File: config.mk
export PLATFORM = sky130hd
export DESIGN_NAME = calendar_date_add_days
export DESIGN_NICKNAME = d
export VERILOG_FILES = /design/src/hw/rtl/dad_pkg.sv /design/src/hw/rtl/dad_ctrl.sv /design/src/hw/rtl/dad_dp.sv /design/src/hw/rtl/calendar_date_add_days.sv
export SDC_FILE = /design/constraint.sdc
export NUM_CORES = 1
export LEC_CHECK = 0
export BUFFER_PORTS_ARGS = -buffer_cell sky130_fd_sc_hd__buf_2
export CORE_ASPECT_RATIO = 0.7
export CORE_MARGIN = 10
export CORE_UTILIZATION = 30
export DETAILED_ROUTE_END_ITERATION = 6
export PLACE_DENSITY = 0.56
export REMOVE_ABC_BUFFERS = 1
export SYNTH_ARGS = -nofsm -noshare
export SYNTH_HDL_FRONTEND = slang
export SYNTH_SLANG_ARGS = --single-unit
File: constraint.sdc
create_clock -name clk_i -period 8.45 [get_ports clk_i]
set_input_delay 1.2675 -clock clk_i [delete_from_list [all_inputs] [get_ports clk_i]]
set_output_delay 1.2675 -clock clk_i [all_outputs]
set_load 0.05 [all_outputs]
File: src/hw/rtl/dad_pkg.sv
// ----------------------------------------------------------------------------
// Calendar date adder package
// Microcode types, step addresses, calendar constants and helper functions.
// ----------------------------------------------------------------------------
package dad_pkg;

  localparam int YEAR_W = 16;
  localparam int RES_W  = 9;
  localparam int STEP_W = 3;

  localparam logic [3:0]       MONTH_JAN = 4'd1;
  localparam logic [3:0]       MONTH_DEC = 4'd12;
  localparam logic [RES_W-1:0] CYCLE_LEN = 9'd400;
  localparam logic [RES_W-1:0] CENTURY   = 9'd100;
  localparam logic [RES_W-1:0] CENTURY2  = 9'd200;
  localparam logic [RES_W-1:0] CENTURY3  = 9'd300;
  localparam logic [4:0]       FEB_LEAP  = 5'd29;
  localparam logic [4:0]       FEB_PLAIN = 5'd28;

  // Reciprocal of 25 scaled by 2**15, exact for dividends below 1024.
  localparam logic [10:0]      RECIP_25  = 11'd1311;

  typedef logic [STEP_W-1:0] step_t;

  localparam step_t ST_IDLE  = 3'd0;
  localparam step_t ST_CHECK = 3'd1;
  localparam step_t ST_MOD   = 3'd2;
  localparam step_t ST_WALK  = 3'd3;
  localparam step_t ST_EMIT  = 3'd4;

  typedef enum logic [2:0] {
    OP_LOAD,
    OP_NOP,
    OP_MOD,
    OP_WALK,
    OP_EMIT
  } op_e;

  typedef enum logic [2:0] {
    C_IN_VALID,
    C_ERR,
    C_WALK_DONE,
    C_OUT_FREE
  } cond_e;

  typedef struct packed {
    op_e   op;
    cond_e cond;
    step_t tgt_t;
    step_t tgt_f;
  } uword_t;

  typedef struct packed {
    logic in_valid;
    logic out_free;
    logic err;
    logic walk_done;
  } stat_t;

  function automatic logic is_leap(logic [RES_W-1:0] r);
    return (r[1:0] == 2'b00) && (r != CENTURY) && (r != CENTURY2) && (r != CENTURY3);
  endfunction

  function automatic logic [4:0] month_len(logic [3:0] m, logic leap);
    logic [4:0] len;
    case (m)
      4'd2:                len = leap ? FEB_LEAP : FEB_PLAIN;
      4'd4, 4'd6, 4'd9, 4'd11: len = 5'd30;
      default:             len = 5'd31;
    endcase
    return len;
  endfunction

endpackage

File: src/hw/rtl/dad_ctrl.sv
// ----------------------------------------------------------------------------
// Calendar date adder sequencer
// Step counter with a read-only microprogram and conditional jumps.
// ----------------------------------------------------------------------------
module dad_ctrl (
  input  logic          clk_i,
  input  logic          rst_ni,
  input  dad_pkg::stat_t stat_i,
  output dad_pkg::op_e  op_o
);
  import dad_pkg::*;

  function automatic uword_t ucode(step_t s);
    uword_t w;
    case (s)
      ST_IDLE:  w = '{op: OP_LOAD, cond: C_IN_VALID,  tgt_t: ST_CHECK, tgt_f: ST_IDLE};
      ST_CHECK: w = '{op: OP_NOP,  cond: C_ERR,       tgt_t: ST_EMIT,  tgt_f: ST_MOD};
      ST_MOD:   w = '{op: OP_MOD,  cond: C_ERR,       tgt_t: ST_WALK,  tgt_f: ST_WALK};
      ST_WALK:  w = '{op: OP_WALK, cond: C_WALK_DONE, tgt_t: ST_EMIT,  tgt_f: ST_WALK};
      ST_EMIT:  w = '{op: OP_EMIT, cond: C_OUT_FREE,  tgt_t: ST_IDLE,  tgt_f: ST_EMIT};
      default:  w = '{op: OP_NOP,  cond: C_ERR,       tgt_t: ST_IDLE,  tgt_f: ST_IDLE};
    endcase
    return w;
  endfunction

  step_t  upc_q, upc_d;
  uword_t word;
  logic   hit;

  always_comb begin
    word = ucode(upc_q);
    case (word.cond)
      C_IN_VALID:  hit = stat_i.in_valid;
      C_ERR:       hit = stat_i.err;
      C_WALK_DONE: hit = stat_i.walk_done;
      C_OUT_FREE:  hit = stat_i.out_free;
      default:     hit = 1'b0;
    endcase
    upc_d = hit ? word.tgt_t : word.tgt_f;
    op_o  = word.op;
  end

  always_ff @(posedge clk_i or negedge rst_ni) begin
    if (!rst_ni) begin
      upc_q <= ST_IDLE;
    end else begin
      upc_q <= upc_d;
    end
  end

endmodule

File: src/hw/rtl/dad_dp.sv
// ----------------------------------------------------------------------------
// Calendar date adder datapath
// Day, month and year registers, year residue unit and output register.
// ----------------------------------------------------------------------------
module dad_dp #(
  parameter int MAX_YEAR     = 9999,
  parameter int OFFSET_WIDTH = 16
) (
  input  logic                           clk_i,
  input  logic                           rst_ni,
  input  dad_pkg::op_e                   op_i,
  output dad_pkg::stat_t                 stat_o,
  input  logic                           in_valid_i,
  output logic                           in_stall_o,
  input  logic [4:0]                     start_day_i,
  input  logic [3:0]                     start_month_i,
  input  logic [13:0]                    start_year_i,
  input  logic signed [OFFSET_WIDTH-1:0] day_offset_i,
  output logic                           out_valid_o,
  input  logic                           out_stall_i,
  output logic [4:0]                     result_day_o,
  output logic [3:0]                     result_month_o,
  output logic [13:0]                    result_year_o,
  output logic                           range_error_o
);
  import dad_pkg::*;

  localparam int DayW = OFFSET_WIDTH + 2;
  localparam logic [YEAR_W-1:0] YearMax = YEAR_W'(MAX_YEAR);
  localparam logic [YEAR_W-1:0] YearMin = YEAR_W'(1);

  logic signed [DayW-1:0] day_q, day_d;
  logic [3:0]             m_q, m_d;
  logic [YEAR_W-1:0]      y_q, y_d;
  logic [RES_W-1:0]       r_q, r_d;
  logic                   err_q, err_d;
  logic [4:0]             d0_q;
  logic [3:0]             m0_q;
  logic [13:0]            y0_q;
  logic                   out_valid_q, out_valid_d;
  logic [4:0]             res_day_q;
  logic [3:0]             res_month_q;
  logic [13:0]            res_year_q;
  logic                   res_err_q;

  logic                   accept, bad_in, emit, out_free;
  logic [4:0]             len_cur, len_prev;
  logic                   day_gt, day_lt1;
  logic [9:0]             y_hi;
  logic [20:0]            quo_prod;
  logic [5:0]             quo_25;
  logic [9:0]             quo_back;
  logic [9:0]             rem_25;

  assign in_stall_o = (op_i != OP_LOAD);
  assign accept     = in_valid_i && (op_i == OP_LOAD);
  assign out_free   = !out_valid_q || !out_stall_i;
  assign emit       = (op_i == OP_EMIT) && out_free;

  assign bad_in = (start_month_i == 4'd0) || (start_month_i > MONTH_DEC) ||
                  (start_year_i == 14'd0) || (YEAR_W'(start_year_i) > YearMax);

  assign len_cur  = month_len(m_q, is_leap(r_q));
  assign len_prev = month_len(m_q - 4'd1, is_leap(r_q));
  assign day_gt   = day_q > signed'(DayW'(len_cur));
  assign day_lt1  = day_q[DayW-1] || (day_q == '0);

  // The year modulo 400 is 16 * ((year / 16) mod 25) + (year mod 16).
  assign y_hi     = y_q[13:4];
  assign quo_prod = 21'(y_hi) * 21'(RECIP_25);
  assign quo_25   = quo_prod[20:15];
  assign quo_back = {quo_25, 4'b0000} + {1'b0, quo_25, 3'b000} + {4'b0000, quo_25};
  assign rem_25   = y_hi - quo_back;

  assign stat_o.in_valid  = in_valid_i;
  assign stat_o.out_free  = out_free;
  assign stat_o.err       = err_q;
  assign stat_o.walk_done = err_q || (!day_gt && !day_lt1);

  always_comb begin
    day_d = day_q;
    m_d   = m_q;
    y_d   = y_q;
    r_d   = r_q;
    err_d = err_q;
    case (op_i)
      OP_LOAD: begin
        if (accept) begin
          day_d = DayW'(signed'({1'b0, start_day_i})) + DayW'(day_offset_i);
          m_d   = start_month_i;
          y_d   = YEAR_W'(start_year_i);
          r_d   = '0;
          err_d = bad_in;
        end
      end
      OP_MOD: begin
        r_d = {rem_25[4:0], y_q[3:0]};
      end
      OP_WALK: begin
        if (!err_q && day_gt) begin
          day_d = day_q - signed'(DayW'(len_cur));
          if (m_q == MONTH_DEC) begin
            if (y_q >= YearMax) begin
              err_d = 1'b1;
            end else begin
              m_d = MONTH_JAN;
              y_d = y_q + YEAR_W'(1);
              r_d = (r_q == CYCLE_LEN - RES_W'(1)) ? '0 : r_q + RES_W'(1);
            end
          end else begin
            m_d = m_q + 4'd1;
          end
        end else if (!err_q && day_lt1) begin
          if (m_q == MONTH_JAN) begin
            if (y_q <= YearMin) begin
              err_d = 1'b1;
            end else begin
              m_d   = MONTH_DEC;
              y_d   = y_q - YEAR_W'(1);
              r_d   = (r_q == '0) ? CYCLE_LEN - RES_W'(1) : r_q - RES_W'(1);
              day_d = day_q + signed'(DayW'(month_len(MONTH_DEC, 1'b0)));
            end
          end else begin
            m_d   = m_q - 4'd1;
            day_d = day_q + signed'(DayW'(len_prev));
          end
        end
      end
      default: begin
      end
    endcase
  end

  always_comb begin
    out_valid_d = out_valid_q;
    if (emit) begin
      out_valid_d = 1'b1;
    end else if (out_valid_q && !out_stall_i) begin
      out_valid_d = 1'b0;
    end
  end

  always_ff @(posedge clk_i or negedge rst_ni) begin
    if (!rst_ni) begin
      err_q       <= 1'b0;
      out_valid_q <= 1'b0;
    end else begin
      err_q       <= err_d;
      out_valid_q <= out_valid_d;
    end
  end

  always_ff @(posedge clk_i) begin
    day_q <= day_d;
    m_q   <= m_d;
    y_q   <= y_d;
    r_q   <= r_d;
    if (accept) begin
      d0_q <= start_day_i;
      m0_q <= start_month_i;
      y0_q <= start_year_i;
    end
    if (emit) begin
      res_err_q <= err_q;
      if (err_q) begin
        res_day_q   <= d0_q;
        res_month_q <= m0_q;
        res_year_q  <= y0_q;
      end else begin
        res_day_q   <= day_q[4:0];
        res_month_q <= m_q;
        res_year_q  <= y_q[13:0];
      end
    end
  end

  assign out_valid_o    = out_valid_q;
  assign result_day_o   = res_day_q;
  assign result_month_o = res_month_q;
  assign result_year_o  = res_year_q;
  assign range_error_o  = res_err_q;

endmodule

File: src/hw/rtl/calendar_date_add_days.sv
// ----------------------------------------------------------------------------
// Calendar date adder
// Adds a signed day count to a Gregorian date and returns the normalized date.
// The input channel takes one transaction (day, month, year, offset) when
// in_valid_i is high and in_stall_o is low; the block then stalls its input
// until the result is written into the output register. After acceptance a
// transaction passes the check step, the year residue modulo 400 step, the
// month walk step, which moves one month at a time until the day fits, and
// the emit step, which writes the result once the output register is free.
// The length of the month walk sets how long a transaction takes. A date
// with a bad month or year skips the residue and the walk, and a walk leaving
// 1..MAX_YEAR ends there; both return the input date with range_error_o set.
// The output register holds its transaction while out_stall_i is high, and a
// new input is accepted while a result still waits there. Reset empties the
// output register and returns the sequencer to its idle step.
// ----------------------------------------------------------------------------
module calendar_date_add_days #(
  parameter int MAX_YEAR     = 9999,
  parameter int OFFSET_WIDTH = 16
) (
  input  logic                           clk_i,
  input  logic                           rst_ni,
  input  logic                           in_valid_i,
  output logic                           in_stall_o,
  input  logic [4:0]                     start_day_i,
  input  logic [3:0]                     start_month_i,
  input  logic [13:0]                    start_year_i,
  input  logic signed [OFFSET_WIDTH-1:0] day_offset_i,
  output logic                           out_valid_o,
  input  logic                           out_stall_i,
  output logic [4:0]                     result_day_o,
  output logic [3:0]                     result_month_o,
  output logic [13:0]                    result_year_o,
  output logic                           range_error_o
);
  import dad_pkg::*;

  op_e   op;
  stat_t stat;

  dad_ctrl u_ctrl (
    .clk_i  (clk_i),
    .rst_ni (rst_ni),
    .stat_i (stat),
    .op_o   (op)
  );

  dad_dp #(
    .MAX_YEAR     (MAX_YEAR),
    .OFFSET_WIDTH (OFFSET_WIDTH)
  ) u_dp (
    .clk_i          (clk_i),
    .rst_ni         (rst_ni),
    .op_i           (op),
    .stat_o         (stat),
    .in_valid_i     (in_valid_i),
    .in_stall_o     (in_stall_o),
    .start_day_i    (start_day_i),
    .start_month_i  (start_month_i),
    .start_year_i   (start_year_i),
    .day_offset_i   (day_offset_i),
    .out_valid_o    (out_valid_o),
    .out_stall_i    (out_stall_i),
    .result_day_o   (result_day_o),
    .result_month_o (result_month_o),
    .result_year_o  (result_year_o),
    .range_error_o  (range_error_o)
  );

endmodule

==> impl_metrics.ini <==
[clocking]
cts_root_buffer = clkbuf_16
clkTransAtPathRegs_ns = 0.08
post-cts-setup-buffers = 0
cts.path.max_buffers = 2
cts_tree = done
cts.htree.levels = 3
ctsResizeCount = 0
cts_buffers = 9
postCtsHoldBufs = 0
clock_sinks = 99
clock_latency_ns = 0.37

[sta]
hold_violations = 0
max_slew_margin_pct = 23.12
finalMaxSlewViolations = 0
worstMarginPinSlew_ns = 1.153
fmax_ghz = 0.1322
setup_viol_count_final = 0
min_period_over_period_pct = 89.53
layout_setup_ws_ns = 0.8849
min_period_ns = 7.565
whs_ns = 0.5261
timing.setup.tns_ns = 0
clock_skew_ns = 0.01184
rsz0062_at_grt = no

[synthesis]
synth_warnings = 0
async_flop_share_pct = 5.051
syn_inst = 870
ys_dominant_reg_cell = edfxtp_1
ys_ff_latch = 99
ys_seq_area_share_pct = 34.75
synth_cell_types = 71
syn_area_sq_um = 8483
synth-edff-count = 94
ys_top_cells_by_area = edfxtp_1, ha_1, fa_1
yosysTopAreaCell = edfxtp_1
synth_top_area_share_pct = 33.27
syn_area_per_cell_sq_um = 9.751

[floorplan]
die_h_microns = 160.7
die_x_microns = 221.0
ios = 69
initial_core_util_pct = 30.49
core_sq_um = 27820
fp-row-count = 51
die-area_sq_um = 35510

[setup_path]
critPathBufInv = 5
crit_path_max_fanout = 9
cp_slowest_cell = fa_1
critPathRequiredTime_ns = 8.56
cp_data_arrival_time_ns = 7.67
critPathLaunchType = flip-flop
rr_startpoint = u_dp.y_q[11]$_DFFE_PP_
crit_path_end_kind = flip-flop
startpoint = u_dp.y_q[11]$_DFFE_PP_
cp_top_family = adder cells
crit_type = flip-flop to flip-flop
cpPeakStageDelay_ns = 0.62

[final_layout]
finalNetCount = 1086
layout-drive-gt1-share_pct = 12.20
synthToLayoutAreaGrowth_pct = 12.29
final_area_sq_um = 9525
nFillCells = 2855

[drt]
first_pass_iters = 5
drt-total-wl_microns = 23520
wire_per_inst_microns = 18.23
via_per_inst = 5.147
num_vias = 6640
ant_nets = 0
drcViolationCount = 0
drtIter0Drc = 511

[placement]
place_ws_ns = 0.9095
numPortBuffers = 68
placed_cell_area_sq_um = 9204
place_congestion = 0.8896
dp_hpwl_microns = 17840

[grt]
grt_pass1_vias = 6211
grt_usage_pct = 12.95
grt_max_degree = 63
antenna_found_initial = 1
gr-total-overflow = 0
grt_first_pass_wirelength_microns = 36490

[run]
timing.max_cap.violations = 0

[run_status]
outcome = complete, no violations

[worst_hold_path]
hold_path.class = flip-flop to flip-flop
hp-start = u_dp.y0_q[1]$_DFFE_PP_
-- final cells by class --
class / count / area [sq um] / area share, %
inverter: 60 / 225.2 / 2.364
sequential: 99 / 2948 / 30.95
antenna: 1 / 2.502 / 0.02627
clock buffer: 10 / 229.0 / 2.404
clock inverter: 6 / 90.09 / 0.9458
timing repair buffer: 76 / 400.4 / 4.203
tap: 371 / 464.2 / 4.873
multi-input combinational: 667 / 5166 / 54.24
-- metal layers --
metal | track usage [%] | share of wire, % | wire [microns] | vias to the layer above
met5 | 0 | 0 | 0 | -
met4 | 3.043 | 1.1 | 263 | 0
met3 | 3.500 | 7.3 | 1722 | 14
met2 | 16.85 | 38 | 8955 | 206
met1 | 20.10 | 53 | 12580 | 3184
li1 | - | - | - | 3236
-- worst paths after layout --
| check | end | slack [ns] | cells past startpoint |
|---|---|---|---|
| worst min-delay path | u_dp.result_year_o[1]$_DFFE_PP_ | 0.53 | 2 |
| worst min register to register | u_dp.result_year_o[1]$_DFFE_PP_ | 0.53 | 2 |
| min in group asynchronous | u_dp.out_valid_o$_DFFE_PN0P_ | 0.73 | 1 |
| worst max-delay path | u_dp.r_q[8]$_DFFE_PP_ | 0.88 | 27 |
| max in group asynchronous | u_ctrl.upc_q[1]$_DFF_PN0_ | 7.55 | 1 |
| worst max register to register | u_dp.r_q[8]$_DFFE_PP_ | 0.88 | 27 |
-- through the flow --
stage | instances | utilization (%)
CTS | 1289 | 34.23
global placement | 1273 | 33.08
floorplan | 826 | -
detailed placement | 1273 | 33.08
global route | 1290 | 34.24
finish | 1290 | 34.24
-- cells in the mapped netlist, types with 3 or more instances --
master / instances
o21a_1: 4
o211ai_1: 7
inv_1: 60
o21bai_1: 3
mux2_2: 9
buf_2: 7
nand2b_1: 5
o31ai_1: 8
a21o_1: 9
nand2_1: 81
a21oi_1: 41
and2_1: 6
and3_1: 9
o21ai_1: 5
ha_1: 103
edfxtp_1: 94
xor2_1: 22
dfrtp_1: 5
nor3_1: 17
or4_1: 5
o21ai_0: 65
nor2b_1: 4
nor2_1: 51
clkbuf_1: 31
fa_1: 27
nor4_1: 6
nor3b_1: 9
o2111ai_1: 4
buf_4: 3
o32ai_1: 3
xnor2_1: 41
o22ai_1: 5
mux2i_1: 11
nand4_1: 15
nor4b_1: 3
or3_1: 6
nand3b_1: 3
nand3_1: 37
a31oi_1: 7
-- worst min-delay path, stage by stage, from the launching register on --
cell	delay, ns
edfxtp_1	0.32
nand2_1	0.04
o21ai_0	0.05
-- logic make-up after synthesis --
kind of cell / count (synthesis) / synth area share [%]
and+or+nand+nor: 266 / 15.66
xor gates and xnor gates: 65 / 7.080
DFF: 99 / 34.75
adders and majority gates: 130 / 21.56
muxes: 21 / 2.670
buffers and inverters: 104 / 4.867
AOI/OAI and AO/OA: 185 / 13.41
-- placed cells by master, fill, tap and decap left out, types with 9 or more instances in the layout --
cell type / synthesis / routed
nand3_1: 37 / 37
ha_1: 103 / 103
nand2_1: 81 / 81
o21ai_0: 65 / 65
mux2_2: 9 / 9
edfxtp_1: 94 / 94
nor3_1: 17 / 17
xor2_1: 22 / 22
nand4_1: 15 / 15
clkbuf_16: 0 / 9
a21o_1: 9 / 9
inv_1: 60 / 60
nor2_1: 51 / 51
mux2i_1: 11 / 11
and3_1: 9 / 9
fa_1: 27 / 27
buf_2: 7 / 68
a21oi_1: 41 / 40
xnor2_1: 41 / 41
-- sequential cells by signal, summed over array words and instances (netlist names), 3 cells and up --
| name | flops |
|---|---|
| u_dp.day_q | 18 |
| u_dp.y_q | 16 |
| u_dp.result_year_o | 14 |
| u_dp.y0_q | 14 |
| u_dp.r_q | 9 |
| u_dp.d0_q | 5 |
| u_dp.result_day_o | 5 |
| u_dp.m0_q | 4 |
| u_dp.m_q | 4 |
| u_dp.result_month_o | 4 |
| u_ctrl.upc_q | 3 |
Power is left out: the tool's default activity adds up to more than one toggle a clock period on the data nets, which glitch-free logic cannot reach.
